$ cat config.mk
export PLATFORM = sky130hd
export DESIGN_NAME = acla_ctrl
export DESIGN_NICKNAME = d
export VERILOG_FILES = /design/src/rtl/acla_pkg.sv /design/src/rtl/acla_ctrl.sv
export SDC_FILE = /design/constraint.sdc
export NUM_CORES = 1
export LEC_CHECK = 0
export BUFFER_PORTS_ARGS = -buffer_cell sky130_fd_sc_hd__buf_4
export CORE_MARGIN = 1
export CORE_UTILIZATION = 55
export DETAILED_ROUTE_END_ITERATION = 7
export PLACE_DENSITY = 0.77
export SYNTH_ARGS = -nofsm -noshare
export SYNTH_HDL_FRONTEND = slang
export SYNTH_SLANG_ARGS = --single-unit
$ cat constraint.sdc
create_clock -name i_clk -period 1.92 [get_ports i_clk]
set_clock_uncertainty 0.05 [all_clocks]
set_input_delay 0.192 -clock i_clk [delete_from_list [all_inputs] [get_ports i_clk]]
set_output_delay 0.192 -clock i_clk [all_outputs]
set_load 0.01 [all_outputs]
$ cat src/rtl/acla_pkg.sv
// Shared constants, command/status types and helpers for the ambient cube light block.
// No dependencies; used by every RTL module of the block except the checker acla_chk.
package acla_pkg;

    localparam int FRAC_BITS = 16;
    localparam int NUM_FACES = 7;
    localparam int FACE_AMB  = 6;

    localparam logic [1:0] MODE_CLEAR = 2'd0;
    localparam logic [1:0] MODE_DIR   = 2'd1;
    localparam logic [1:0] MODE_DYN   = 2'd2;
    localparam logic [1:0] MODE_EVAL  = 2'd3;

    localparam logic [63:0]        ONE_64        = 64'd1 << FRAC_BITS;
    localparam logic signed [31:0] THREE_ONE     = 32'(3 * (64'd1 << FRAC_BITS));
    localparam logic signed [31:0] FALLOFF_SCALE = 32'sd765;

    localparam logic [6:0] DSU_DIV_STEPS  = 7'd64;
    localparam logic [6:0] DSU_SQRT_STEPS = 7'd32;

    // datapath operations
    localparam logic [4:0] OP_NONE      = 5'd0;
    localparam logic [4:0] OP_LOAD      = 5'd1;
    localparam logic [4:0] OP_CLEAR     = 5'd2;
    localparam logic [4:0] OP_MUL_DIR   = 5'd3;
    localparam logic [4:0] OP_ACC_SPLIT = 5'd4;
    localparam logic [4:0] OP_AMB       = 5'd5;
    localparam logic [4:0] OP_MUL_EVAL  = 5'd6;
    localparam logic [4:0] OP_ACC_EVAL  = 5'd7;
    localparam logic [4:0] OP_OUT       = 5'd8;
    localparam logic [4:0] OP_MUL_SQ    = 5'd9;
    localparam logic [4:0] OP_ACC_SQ    = 5'd10;
    localparam logic [4:0] OP_MUL_DEN   = 5'd11;
    localparam logic [4:0] OP_DIV_Y2    = 5'd12;
    localparam logic [4:0] OP_Y2        = 5'd13;
    localparam logic [4:0] OP_MUL_Y2SQ  = 5'd14;
    localparam logic [4:0] OP_MUL_P     = 5'd15;
    localparam logic [4:0] OP_INT       = 5'd16;
    localparam logic [4:0] OP_MUL_SCL   = 5'd17;
    localparam logic [4:0] OP_AMT       = 5'd18;
    localparam logic [4:0] OP_SQRT      = 5'd19;
    localparam logic [4:0] OP_RAD       = 5'd20;
    localparam logic [4:0] OP_DIV_N     = 5'd21;
    localparam logic [4:0] OP_NN        = 5'd22;
    localparam logic [4:0] OP_MUL_NN    = 5'd23;

    typedef struct packed {
        logic [4:0] op;
        logic [1:0] ax;
    } t_dp_cmd;

    typedef struct packed {
        logic lvl_zero;   // level or falloff is zero
        logic y2_big;     // falloff parameter beyond one
        logic amt_zero;   // dynamic amount is zero
        logic sum_zero;   // offset length is zero
        logic dsu_busy;   // divide/sqrt unit working
    } t_dp_stat;

    function automatic logic signed [31:0] sat32(input logic signed [71:0] v);
        if (v > 72'sh7FFFFFFF) return 32'sh7FFFFFFF;
        if (v < -72'sh80000000) return 32'sh80000000;
        return v[31:0];
    endfunction

endpackage

$ cat src/rtl/acla_ctrl.sv
// Controller state machine: sequences the datapath per item and owns the handshakes.
// Depends on acla_pkg.
module acla_ctrl (
    input  logic               i_clk,
    input  logic               i_rst_n,
    input  logic               i_valid,
    input  logic [1:0]         i_mode,
    input  logic               i_stall,
    input  acla_pkg::t_dp_stat i_stat,
    output acla_pkg::t_dp_cmd  o_cmd,
    output logic               o_stall,
    output logic               o_valid
);
    import acla_pkg::*;

    localparam logic [4:0] S_IDLE  = 5'd0;
    localparam logic [4:0] S_CLR   = 5'd1;
    localparam logic [4:0] S_DMUL  = 5'd2;
    localparam logic [4:0] S_DACC  = 5'd3;
    localparam logic [4:0] S_AMB   = 5'd4;
    localparam logic [4:0] S_EMUL  = 5'd5;
    localparam logic [4:0] S_EACC  = 5'd6;
    localparam logic [4:0] S_OUT   = 5'd7;
    localparam logic [4:0] S_CHK   = 5'd8;
    localparam logic [4:0] S_SMUL  = 5'd9;
    localparam logic [4:0] S_SACC  = 5'd10;
    localparam logic [4:0] S_DEN   = 5'd11;
    localparam logic [4:0] S_DIV1  = 5'd12;
    localparam logic [4:0] S_DIV1W = 5'd13;
    localparam logic [4:0] S_Y2    = 5'd14;
    localparam logic [4:0] S_Y2SQ  = 5'd15;
    localparam logic [4:0] S_P     = 5'd16;
    localparam logic [4:0] S_INT   = 5'd17;
    localparam logic [4:0] S_SCL   = 5'd18;
    localparam logic [4:0] S_AMT   = 5'd19;
    localparam logic [4:0] S_SQRT  = 5'd20;
    localparam logic [4:0] S_SQW   = 5'd21;
    localparam logic [4:0] S_RAD   = 5'd22;
    localparam logic [4:0] S_NDIV  = 5'd23;
    localparam logic [4:0] S_NDIVW = 5'd24;
    localparam logic [4:0] S_NN    = 5'd25;
    localparam logic [4:0] S_NMUL  = 5'd26;
    localparam logic [4:0] S_NACC  = 5'd27;

    logic [4:0] r_state;
    logic [4:0] n_state;
    logic [1:0] r_ax;
    logic [1:0] n_ax;
    logic       r_ovalid;
    logic       n_ovalid;
    logic       out_free;

    assign out_free = !r_ovalid || !i_stall;

    always_comb begin
        n_state  = r_state;
        n_ax     = r_ax;
        o_cmd.op = OP_NONE;
        o_cmd.ax = r_ax;
        n_ovalid = r_ovalid && i_stall;
        unique case (r_state)
            S_IDLE: begin
                if (i_valid) begin
                    o_cmd.op = OP_LOAD;
                    n_ax     = 2'd0;
                    unique case (i_mode)
                        MODE_CLEAR: n_state = S_CLR;
                        MODE_DIR:   n_state = S_DMUL;
                        MODE_DYN:   n_state = S_CHK;
                        MODE_EVAL:  n_state = S_EMUL;
                        default:    n_state = S_IDLE;
                    endcase
                end
            end
            S_CLR: begin
                o_cmd.op = OP_CLEAR;
                n_state  = S_IDLE;
            end
            S_DMUL: begin
                o_cmd.op = OP_MUL_DIR;
                n_state  = S_DACC;
            end
            S_DACC: begin
                o_cmd.op = OP_ACC_SPLIT;
                if (r_ax == 2'd2) begin
                    n_ax    = 2'd0;
                    n_state = S_AMB;
                end else begin
                    n_ax    = r_ax + 2'd1;
                    n_state = S_DMUL;
                end
            end
            S_AMB: begin
                o_cmd.op = OP_AMB;
                n_state  = S_IDLE;
            end
            S_EMUL: begin
                o_cmd.op = OP_MUL_EVAL;
                n_state  = S_EACC;
            end
            S_EACC: begin
                o_cmd.op = OP_ACC_EVAL;
                if (r_ax == 2'd2) begin
                    n_ax    = 2'd0;
                    n_state = S_OUT;
                end else begin
                    n_ax    = r_ax + 2'd1;
                    n_state = S_EMUL;
                end
            end
            S_OUT: begin
                if (out_free) begin
                    o_cmd.op = OP_OUT;
                    n_ovalid = 1'b1;
                    n_state  = S_IDLE;
                end
            end
            S_CHK: begin
                n_state = i_stat.lvl_zero ? S_IDLE : S_SMUL;
            end
            S_SMUL: begin
                o_cmd.op = OP_MUL_SQ;
                n_state  = S_SACC;
            end
            S_SACC: begin
                o_cmd.op = OP_ACC_SQ;
                if (r_ax == 2'd2) begin
                    n_ax    = 2'd0;
                    n_state = S_DEN;
                end else begin
                    n_ax    = r_ax + 2'd1;
                    n_state = S_SMUL;
                end
            end
            S_DEN: begin
                o_cmd.op = OP_MUL_DEN;
                n_state  = S_DIV1;
            end
            S_DIV1: begin
                o_cmd.op = OP_DIV_Y2;
                n_state  = S_DIV1W;
            end
            S_DIV1W: begin
                if (!i_stat.dsu_busy) begin
                    n_state = S_Y2;
                end
            end
            S_Y2: begin
                o_cmd.op = OP_Y2;
                n_state  = S_Y2SQ;
            end
            S_Y2SQ: begin
                if (i_stat.y2_big) begin
                    n_state = S_IDLE;
                end else begin
                    o_cmd.op = OP_MUL_Y2SQ;
                    n_state  = S_P;
                end
            end
            S_P: begin
                o_cmd.op = OP_MUL_P;
                n_state  = S_INT;
            end
            S_INT: begin
                o_cmd.op = OP_INT;
                n_state  = S_SCL;
            end
            S_SCL: begin
                o_cmd.op = OP_MUL_SCL;
                n_state  = S_AMT;
            end
            S_AMT: begin
                o_cmd.op = OP_AMT;
                n_state  = S_SQRT;
            end
            S_SQRT: begin
                if (i_stat.amt_zero || i_stat.sum_zero) begin
                    n_state = S_IDLE;
                end else begin
                    o_cmd.op = OP_SQRT;
                    n_state  = S_SQW;
                end
            end
            S_SQW: begin
                if (!i_stat.dsu_busy) begin
                    n_state = S_RAD;
                end
            end
            S_RAD: begin
                o_cmd.op = OP_RAD;
                n_state  = S_NDIV;
            end
            S_NDIV: begin
                o_cmd.op = OP_DIV_N;
                n_state  = S_NDIVW;
            end
            S_NDIVW: begin
                if (!i_stat.dsu_busy) begin
                    n_state = S_NN;
                end
            end
            S_NN: begin
                o_cmd.op = OP_NN;
                n_state  = S_NMUL;
            end
            S_NMUL: begin
                o_cmd.op = OP_MUL_NN;
                n_state  = S_NACC;
            end
            S_NACC: begin
                o_cmd.op = OP_ACC_SPLIT;
                if (r_ax == 2'd2) begin
                    n_ax    = 2'd0;
                    n_state = S_IDLE;
                end else begin
                    n_ax    = r_ax + 2'd1;
                    n_state = S_NDIV;
                end
            end
            default: begin
                n_state = S_IDLE;
            end
        endcase
    end

    always_ff @(posedge i_clk) begin
        if (!i_rst_n) begin
            r_state  <= S_IDLE;
            r_ax     <= 2'd0;
            r_ovalid <= 1'b0;
        end else begin
            r_state  <= n_state;
            r_ax     <= n_ax;
            r_ovalid <= n_ovalid;
        end
    end

    assign o_stall = (r_state != S_IDLE);
    assign o_valid = r_ovalid;

endmodule

Word level (Yosys, flattened, before mapping)

Cells that the tools add are included.

Reduce and logical (&&, ||, !) cells: 13
Mux-type cells: 24
Eq/ne operators: 36
Add/subtract/negate cells: 1

Operators with widths:

| kind                                                            | count |
|---|---|
| 5-bit case mux with 26 select lines                             | 1 |
| 5-bit case mux with 23 select lines                             | 1 |
| 5-bit == test, second input constant                            | 12 |
| 5-bit 2-to-1 mux                                                | 9 |
| 5-bit by 4-bit == test with 1-bit output, second input constant | 8 |
| 5-bit by 3-bit == test with 1-bit output, second input constant | 4 |
| 5-bit case mux with 4 select lines                              | 1 |
| 4-bit 2-to-1 mux                                                | 3 |
| 5-bit by 2-bit == test with 1-bit output, second input constant | 2 |
| 2-bit != test, second input constant                            | 5 |
| 2-bit 2-to-1 mux                                                | 4 |
| 2-bit == test, second input constant                            | 3 |
| 5-bit by 1-bit == test with 1-bit output, second input constant | 1 |
| 5-bit zero test                                                 | 1 |
| 5-bit AND reduction                                             | 1 |
| 5-bit nonzero test                                              | 1 |
| 2-bit case mux with 2 select lines                              | 1 |
| 4-bit OR reduction                                              | 1 |
| 1-bit 2-to-1 mux                                                | 3 |
| 3-bit 2-to-1 mux                                                | 1 |
| 2-bit by 1-bit adder with 2-bit output, second input constant   | 1 |
| 2-bit by 1-bit == test with 1-bit output, second input constant | 1 |
| 1-bit zero test                                                 | 2 |
| 2-bit zero test                                                 | 1 |
| other kinds (5)                                                 | 6 |

Register bits: 8
Input port bits: 11

Longest topological paths before layout

Gate-level depths: netlist of the first run.

Word-level depth: 4
Depth in mapped cells: 8
Mapped depth without buffers: 7

Worst setup path after synthesis of the first run

Ideal clock, no wire load.

Path type: flip-flop to output port
Start point: register r_state[2]
End point: output o_cmd[4] in the netlist's numbering
Setup slack: 225 ps
Stages on the path, launching flop included: 9
Buffers on the path: 3
Arrival time: 1,453 ps
Cells stage by stage: dfxtp_1 -> buf_4 -> buf_2 -> buf_2 -> nor2_1 -> a211oi_1 -> nor3_1 -> a21oi_1 -> o21ai_0

RTL lines:

| item                     | RTL line         | text |
|---|---|---|
| start: declaration       | acla_ctrl.sv:45  | `logic [4:0] r_state;` |
| start signal: assignment | acla_ctrl.sv:232 | `r_state <= n_state;` |
| end: declaration         | acla_ctrl.sv:10  | `output acla_pkg::t_dp_cmd o_cmd,` |

==> flow_summary.yaml, run 1 <==
floorplanning:
  die_x_um: 46.7
  coreArea_um2: 1800
  fp.dieH_um: 46.7
  dieArea_um2: 2180
  start_util: 0.610
  pin_count: 20
  rows: 15
place:
  port_buffers: 19
  pre_cts_slack_ns: 0.143
  place_congestion: 1.04
  dpl.hpwl_um: 2410
detailed_routing:
  detail_route.wl_per_cell_um: 19.9
  drt-pass1-iter-count: 5
  routed-via-count: 1441
  drtIter0Drc: 130
  drc: 0
  wirelength_um: 4120
  ant_nets: 0
  via_per_inst: 6.96
cells_and_area:
  layout.nets: 198
  area_delta_synth_final_pct: 39.8
  fill_cells: 115
  drive_above_1_share: 0.357
  diodes: 0
synth:
  ys_ff_latch: 8
  synth.avg_cell_area_um2: 7.05
  synth.area.top_cells: "dfxtp_1 (15%), nand2_1 (5.8%), o21ai_0 (5.5%), a21oi_1 (5.0%), ha_1 (3.4%)"
  ys_warn_count: 0
  yosys.area.top_type: "dfxtp_1"
  syn_nets: 170
  synthFlopType: "dfxtp_1"
  synth_area_um2: 1100
  syn_inst: 156
  synth_top_area_share: 0.146
  ys_types: 55
  postSynth.asyncResetShare: 0
  ys_seq_area_frac: 0.146
  synthMostInstantiatedCell: "nand2_1"
  synth_edf_count: 0
  synth_commonest_cells: "nand2_1 (17), o21ai_0 (12), a21oi_1 (11), nor2_1 (9), dfxtp_1 (8)"
run:
  max-cap-violations: 0
pwr:
  power.switching_uw: 970
  powerDensity_nw_per_um2: 1360
  p_leak_uw: 0.000634
  pwr-share-seq: 0.129
  pwr-share-clk: 0.067
  power_frac_comb: 0.805
  p_int_uw: 1130
  vdd_drop_max_mv: 0.824
  switching_share: 0.463
cts:
  clk_latency_ns: 0.27
  tritoncts: "built"
  htreeDepth: 1
  path_clk_slew_ns: 0.07
  cts_hold_buf: 0
  numCtsBuffers: 3
  clock_path_buffers: 2
  cts.sinks: 8
  cts_root_buf: "clkbuf_4"
run_status:
  status: "completed"
worst_setup_path:
  crit_path_end: "o_cmd[5]"
  crit_start: "r_state[0]$_SDFFE_PN0P_"
  crit_arrival_ns: 1.65
  r2r-start: "r_state[0]$_SDFFE_PN0P_"
  cp_max_fo: 6
  r2r_cells: 7
  worstSetupStartpointType: "register"
  critPathCaptureType: "primary output"
  worstReg2RegEnd: "r_state[1]$_SDFFE_PN0P_"
  r2r_slack_ns: 0.16
  cp_data_required_time_ns: 1.68
  path_class: "reg2out"
min_path:
  holdCritPathClass: "in2reg"
  holdPathStages: 2
timing:
  fmax_ghz: 0.529
  worst_hold_slack_ns: 0.180
  setup_tns_ns: 0
  slew_headroom: 0.734
  setup_slack_ns: 0.0286
  period_minus_slack_ns: 1.89
  report.final.slew_viol_count: 0
  final-hold-violation-count: 0
  finalCritPeriodShare: 0.985
  finalSetupViolCount: 0
  worstMarginPinSlew_ns: 0.389
global_route:
  grt_max_degree: 24
  grt_pass1_vias: 1227
  antenna_found_initial: 0
  grt-ovfl-total: 0
  grt_usage: 0.370
  grt_pass1_wl_um: 5730
[cell type report]
cell class | count | area (um2) | share of cell area
Clock buffer | 3 | 22.5 | 0.0146
Inverter | 7 | 26.3 | 0.0171
Multi-Input combinational cell | 126 | 887 | 0.577
Sequential cell | 8 | 176 | 0.115
Tap cell | 25 | 31.3 | 0.0203
Timing Repair Buffer | 38 | 394 | 0.256
[state kept, by name (all words and copies together), names as in the netlist]
name	count
r_state	5
o_valid	1
r_ax	2
[layer usage]
| metal | up-vias | global-route usage | share of wire |
|---|---|---|---|
| met3 | 29 | 0.0863 | 0.12 |
| met5 | - | 0 | 0 |
| li1 | 639 | - | - |
| met4 | 0 | 0.143 | 0.048 |
| met1 | 640 | 0.497 | 0.38 |
| met2 | 133 | 0.572 | 0.44 |
[worst min path at each step]
| stage | slack (ns) | from | endpoint |
|---|---|---|---|
| 6_report | 0.18 | i_rst_n | r_state[1]$_SDFFE_PN0P_ |
| 5_1_grt | 0.18 | i_rst_n | r_state[1]$_SDFFE_PN0P_ |
| 4_1_cts | 0.18 | i_stat[3] | r_state[4]$_SDFFE_PN0P_ |
| 3_5_place_dp | 0.46 | i_rst_n | r_state[0]$_SDFFE_PN0P_ |
| 3_3_place_gp | 0.44 | r_ax[1]$_SDFFE_PN0P_ | r_ax[1]$_SDFFE_PN0P_ |
| 2_1_floorplan | 0.34 | i_stall | o_valid$_SDFF_PN0_ |
[power groups by stage]
stage / combinational (uW) / sequential, uW / clock [uW]
floorplan: 882 / 232 / 0
global placement: 1300 / 242 / 0
detailed placement: 1310 / 243 / 0
CTS: 1460 / 258 / 145
global route: 1760 / 271 / 149
finish: 1690 / 270 / 139
[worst max-delay path: stages, from the launching register on]
cell and delay, ns:
dfxtp_4 0.40, buf_12 0.13, inv_2 0.07, or4_4 0.56, o221ai_2 0.08, buf_4 0.15
[what timing repair did]
action,CTS,global route
setup endpoints to repair,4,4
cloned,2,1
buffers inserted,0,4
pin swaps,3,1
resized for setup,11,12
[kinds of logic (layout without fill, tap and decap cells)]
logic type / after synthesis / in the layout / share of synthesized area
AOI/OAI and AO/OA: 59 / 59 / 0.390
xor gates and xnor gates: 2 / 2 / 0.0159
adders and majority gates: 3 / 3 / 0.0341
buffers and inverters: 22 / 48 / 0.0967
DFF: 8 / 8 / 0.146
muxes: 2 / 2 / 0.0182
and+or+nand+nor: 60 / 60 / 0.299
[through the flow]
step	power [uW]	std cells	area, um2	utilization
floorplan	1110	156	1100	-
global placement	1540	197	1320	0.733
detailed placement	1550	197	1320	0.733
CTS	1860	202	1430	0.796
global route	2180	207	1540	0.853
finish	2100	207	1540	0.853
[placed cells by master (no fill, tap or decap), types with 3 or more instances in the layout]
cell type / count
a21oi_1: 11
a31oi_1: 5
buf_12: 3
buf_4: 31
clkbuf_4: 3
dfxtp_1: 3
dfxtp_4: 4
ha_1: 3
inv_1: 5
nand2_1: 16
nand2b_1: 3
nand3_1: 7
nor2_1: 8
nor2b_1: 4
nor3_1: 5
o21ai_0: 11
o21ai_1: 3
(Power assumes the default switching activity.)
==> inputs of run 2 (changes only) <==
--- a/config.mk
+++ b/config.mk
@@ -9,6 +9,7 @@
 export CORE_MARGIN = 1
 export CORE_UTILIZATION = 55
 export DETAILED_ROUTE_END_ITERATION = 7
+export GPL_TIMING_DRIVEN = 0
 export PLACE_DENSITY = 0.77
 export SYNTH_ARGS = -nofsm -noshare
 export SYNTH_HDL_FRONTEND = slang
==> run 2 against run 1 <==
The flow now finishes with violations (setup timing). Clock-buffer cell count unchanged. Die area stayed put. Final cell count grew 6.8%. Combinational power is 9% higher. Critical path depth rose by 1. Flip-flop and latch count did not move. Total power up 7.4%. Utilization is 6.1 points higher. First-iteration DRC count increased by 76%. Clock power about the same. Critical path type unchanged. Highest routed layer unchanged.
==> flow_summary.yaml, run 2 (synthesis results as in run 1) <==
run_status:
  status: "finished, violations left"
  failed_checks: "setup timing"
cells_and_area:
  layout.nets: 212
  largest_reg_flops: 5
  area_delta_synth_final_pct: 49.8
  regMostFlops: "r_state"
  final_common_cell: "buf_4"
  diodes: 0
  layout_common_cells: "buf_4 (36), nand2_1 (17), a21oi_1 (9), o21ai_0 (9)"
  drive_above_1_share: 0.413
cts:
  cts.sinks: 8
  clk_latency_ns: 0.26
  htreeDepth: 1
  cts_root_buf: "clkbuf_4"
  cts_hold_buf: 0
  tritoncts: "built"
  clock_path_buffers: 2
  numCtsBuffers: 3
  path_clk_slew_ns: 0.06
min_path:
  holdCritPathClass: "in2reg"
worst_setup_path:
  path_class: "reg2out"
  cp_max_fo: 8
  critPathCaptureType: "primary output"
  worstSetupStartpointType: "register"
  cp_data_required_time_ns: 1.68
  crit_arrival_ns: 1.81
detailed_routing:
  drc: 0
  ant_nets: 0
  routed-via-count: 1698
  drt-pass1-iter-count: 5
  detail_route.wl_per_cell_um: 23.8
  drtIter0Drc: 229
  wirelength_um: 5270
  via_per_inst: 7.68
global_route:
  grt_pass1_wl_um: 5970
  grt_usage: 0.389
  antenna_found_initial: 0
  grt_max_degree: 11
  grt-ovfl-total: 0
  grt_pass1_vias: 1246
pwr:
  powerDensity_nw_per_um2: 1370
  vdd_drop_max_mv: 1.26
  power_uw: 2250
  p_leak_uw: 0.000699
floorplanning:
  pin_count: 20
  die_x_um: 46.7
  dieArea_um2: 2180
  rows: 15
  start_util: 0.610
  fp.dieH_um: 46.7
  coreArea_um2: 1800
timing:
  setup_slack_ns: -0.134
  setup_tns_ns: -0.369
  slew_headroom: 0.665
  grt_setup_unrepaired: "true"
  finalSetupViolCount: 4
  fmax_ghz: 0.487
  worstMarginPinSlew_ns: 0.501
  finalCritPeriodShare: 1.07
  period_minus_slack_ns: 2.05
  report.final.slew_viol_count: 0
  final-hold-violation-count: 0
place:
  place_congestion: 1.02
  port_buffers: 18
  dpl.hpwl_um: 2540
run:
  max-cap-violations: 0
==> run 2: metrics by stage <==
step / hold slack, ns / util / worst slack [ns] / cell area [um2] / instances
floorplan: 0.337 / - / 0.225 / 1100 / 156
global route: 0.227 / 0.915 / -0.287 / 1650 / 221
detailed placement: 0.467 / 0.703 / -0.116 / 1270 / 199
finish: 0.233 / 0.915 / -0.134 / 1650 / 221
CTS: 0.201 / 0.785 / 0.00236 / 1410 / 205
global placement: 0.446 / 0.703 / -0.101 / 1270 / 199
==> run 2: worst max-delay path, stage by stage (launching register included) <==
cell     delay, ns
dfxtp_4       0.37
buf_8         0.15
nor3b_1       0.39
and2_4        0.27
a21oi_1       0.09
o21ai_1       0.13
buf_4         0.15
==> run 2: final timing paths <==
kind | start | to | slack (ns) | cells past startpoint
setup / recovery | r_state[0]$_SDFFE_PN0P_ | o_cmd[3] | -0.13 | 6
hold reg to reg | r_ax[1]$_SDFFE_PN0P_ | r_ax[1]$_SDFFE_PN0P_ | 0.50 | 2
hold / removal | i_stall | o_valid$_SDFF_PN0_ | 0.23 | 3
setup reg to reg | r_state[3]$_SDFFE_PN0P_ | r_state[1]$_SDFFE_PN0P_ | 0.01 | 7
==> run 2: power breakdown <==
| group | leakage (uW) | internal, uW | total (uW) | switching, uW |
|---|---|---|---|---|
| logic | 0.000618 | 857 | 1850 | 992 |
| clock network | 0.0000138 | 72.3 | 140 | 68.0 |
| registers | 0.0000673 | 209 | 261 | 51.5 |
| total | 0.000699 | 1140 | 2250 | 1110 |
==> run 2: cell type report <==
type	count	area, um2
Multi-Input combinational cell	126	915
Timing Repair Buffer	37	305
Buffer	15	175
Sequential cell	8	170
Fill cell	76	154
Tap cell	25	31.3
Inverter	7	28.8
Clock buffer	3	22.5
==> run 2: what timing repair did <==
item / CTS / global route
pin swaps: 2 / 6
endpoints found under the setup margin: 5 / 4
setup buffers: 3 / 14
cloned: 0 / 2
resized for setup: 33 / 28
==> run 2: per-layer routing <==
layer | part of all wire | track usage
met1 | 0.34 | 0.516
met2 | 0.41 | 0.622
met3 | 0.15 | 0.0588
met4 | 0.099 | 0.171
met5 | 0 | 0
==> inputs of run 3 (changes only) <==
--- a/config.mk
+++ b/config.mk
@@ -7,10 +7,11 @@
 export LEC_CHECK = 0
 export BUFFER_PORTS_ARGS = -buffer_cell sky130_fd_sc_hd__buf_4
 export CORE_MARGIN = 1
-export CORE_UTILIZATION = 55
+export CORE_UTILIZATION = 59
 export DETAILED_ROUTE_END_ITERATION = 7
 export GPL_TIMING_DRIVEN = 0
-export PLACE_DENSITY = 0.77
+export PLACE_DENSITY = 0.82
 export SYNTH_ARGS = -nofsm -noshare
 export SYNTH_HDL_FRONTEND = slang
 export SYNTH_SLANG_ARGS = --single-unit
+export TNS_END_PERCENT = 30
==> constraint.sdc (replaced) <==
create_clock -name i_clk -period 2.51 [get_ports i_clk]
set_clock_uncertainty 0.05 [all_clocks]
set_input_delay 0.251 -clock i_clk [delete_from_list [all_inputs] [get_ports i_clk]]
set_output_delay 0.251 -clock i_clk [all_outputs]
set_load 0.01 [all_outputs]
==> run 3 against run 2 <==
The flow now finishes without violations. Routed wire length decreased by 36%. Cell area decreased by 22%. Non-clock buffer count decreased by 20. Sequential power decreased by 30%. Combinational power decreased by 48%. Utilization decreased by 17 points. Die area decreased by 6.5%. Worst setup slack improved by 0.28 ns. Register-to-register slack improved by 0.63 ns. Sequential share of layout area increased by 2.1 points. Largest power group unchanged. Highest routed layer unchanged.
==> flow_summary.yaml, run 3 (synthesis results as in run 1) <==
run_status:
  status: "completed"
timing:
  finalCritPeriodShare: 0.940
  setup_tns_ns: 0
  finalSetupViolCount: 0
  worst_hold_slack_ns: 0.260
  period_minus_slack_ns: 2.36
  grt_setup_unrepaired: "false"
  fmax_ghz: 0.424
  worstMarginPinSlew_ns: 0.465
  report.final.slew_viol_count: 0
  slew_headroom: 0.690
  final-hold-violation-count: 0
worst_setup_path:
  worstSetupStartpointType: "register"
  r2r_cells: 7
  r2r_slack_ns: 0.64
  critPathCaptureType: "primary output"
  r2r-start: "r_state[3]$_SDFFE_PN0P_"
  worstReg2RegEnd: "r_state[1]$_SDFFE_PN0P_"
  cp_max_fo: 10
  crit_arrival_ns: 2.06
  path_class: "reg2out"
  cp_data_required_time_ns: 2.21
cts:
  clock_path_buffers: 2
  cts_root_buf: "clkbuf_4"
  numCtsBuffers: 3
  clk_latency_ns: 0.28
  htreeDepth: 1
  tritoncts: "built"
  path_clk_slew_ns: 0.06
  cts.sinks: 8
place:
  port_buffers: 18
  dpl.hpwl_um: 2570
  place_congestion: 1.02
min_path:
  holdCritPathClass: "in2reg"
  holdPathStages: 3
  holdPathEnd: "r_state[4]$_SDFFE_PN0P_"
  hold_path_startpoint: "i_stat[3]"
detailed_routing:
  via_per_inst: 6.65
  detail_route.wl_per_cell_um: 16.8
  drtIter0Drc: 109
  drc: 0
  drt-pass1-iter-count: 5
  wirelength_um: 3370
  ant_nets: 0
  routed-via-count: 1337
pwr:
  powerDensity_nw_per_um2: 964
  power_frac_comb: 0.768
  pwr-share-clk: 0.086
  switching_share: 0.508
  p_leak_uw: 0.000534
  power.switching_uw: 632
  power_uw: 1250
  vdd_drop_max_mv: 0.689
  p_int_uw: 613
  pwr-share-seq: 0.146
cells_and_area:
  layout_common_cells: "buf_4 (20), nand2_1 (17), o21ai_0 (12), a21oi_1 (11), nor2_1 (9)"
  area_delta_synth_final_pct: 17.4
  drive_above_1_share: 0.227
  diodes: 0
  largest_reg_flops: 5
  layout.nets: 192
  final_common_cell: "buf_4"
  regMostFlops: "r_state"
floorplanning:
  fp.dieH_um: 45.2
  rows: 15
  coreArea_um2: 1750
  start_util: 0.630
  dieArea_um2: 2040
  die_x_um: 45.2
  pin_count: 20
global_route:
  grt_pass1_wl_um: 5370
  globalRouteMet3Util: 0.116
  grt_max_degree: 11
  met2_usage: 0.536
  use_met1: 0.469
  grt-ovfl-total: 0
  grt_most_used_layer: "met2"
  grt_usage: 0.375
  grt_pass1_vias: 1174
  antenna_found_initial: 0
run:
  max-cap-violations: 0
-- run 3: changes by cell type in the layout (fill, tap and decap cells not counted), sizes merged --
cell    change
clkbuf      +2
buf        -22
-- run 3: what timing repair did --
action                                 4_1_cts  5_1_grt
hold buffers                                 0        0
endpoints found under the hold margin        0        0
setup buffers                                0        0
resized for setup                            0        4
setup endpoints to repair                    0        2
-- run 3: per-layer routing --
layer	share of wire	vias to the layer above
li1	-	624
met2	0.44	101
met4	0.050	0
met1	0.39	592
met5	0	-
met3	0.12	20
-- run 3: worst max path at each step --
stage                     slack (ns)  depth (start not counted)                    start        to
after floorplan                 0.76                          8  r_state[2]$_SDFFE_PN0P_  o_cmd[4]
after global placement          0.41                          8  r_state[4]$_SDFFE_PN0P_  o_cmd[3]
after detailed placement        0.41                          8  r_state[4]$_SDFFE_PN0P_  o_cmd[3]
after CTS                       0.11                          8  r_state[4]$_SDFFE_PN0P_  o_cmd[3]
after global routing           0.007                          9  r_state[2]$_SDFFE_PN0P_  o_cmd[4]
final                           0.15                          9  r_state[2]$_SDFFE_PN0P_  o_cmd[4]
-- run 3: worst max-delay path, cell delays in order (launching register included) --
cell,delay [ns]
dfxtp_1,0.34
buf_4,0.20
clkbuf_4,0.22
clkbuf_4,0.22
nor2_1,0.12
a211oi_1,0.24
nor3_1,0.07
a21oi_1,0.12
o21ai_0,0.09
buf_4,0.15
-- run 3: area by class of cell --
type	count	area (um2)
Inverter	7	26.3
Fill cell	166	454
Buffer	14	82.6
Timing Repair Buffer	18	135
Tap cell	25	31.3
Clock buffer	3	22.5
Sequential cell	8	160
Multi-Input combinational cell	126	833
-- run 3: through the flow --
stage / area, um2 / worst slack (ns) / instances / util
floorplan: 1100 / 0.756 / 156 / -
global placement: 1270 / 0.415 / 199 / 0.725
detailed placement: 1270 / 0.406 / 199 / 0.725
CTS: 1290 / 0.109 / 202 / 0.738
global route: 1290 / 0.00702 / 201 / 0.740
finish: 1290 / 0.151 / 201 / 0.740
-- run 3: power by group through the flow --
stage / Clock, uW / Sequential, uW / Combinational [uW]
2_1_floorplan: 0 / 177 / 675
5_1_grt: 112 / 187 / 1020
4_1_cts: 107 / 182 / 927
6_report: 107 / 182 / 956
3_3_place_gp: 0 / 184 / 908
3_5_place_dp: 0 / 184 / 925
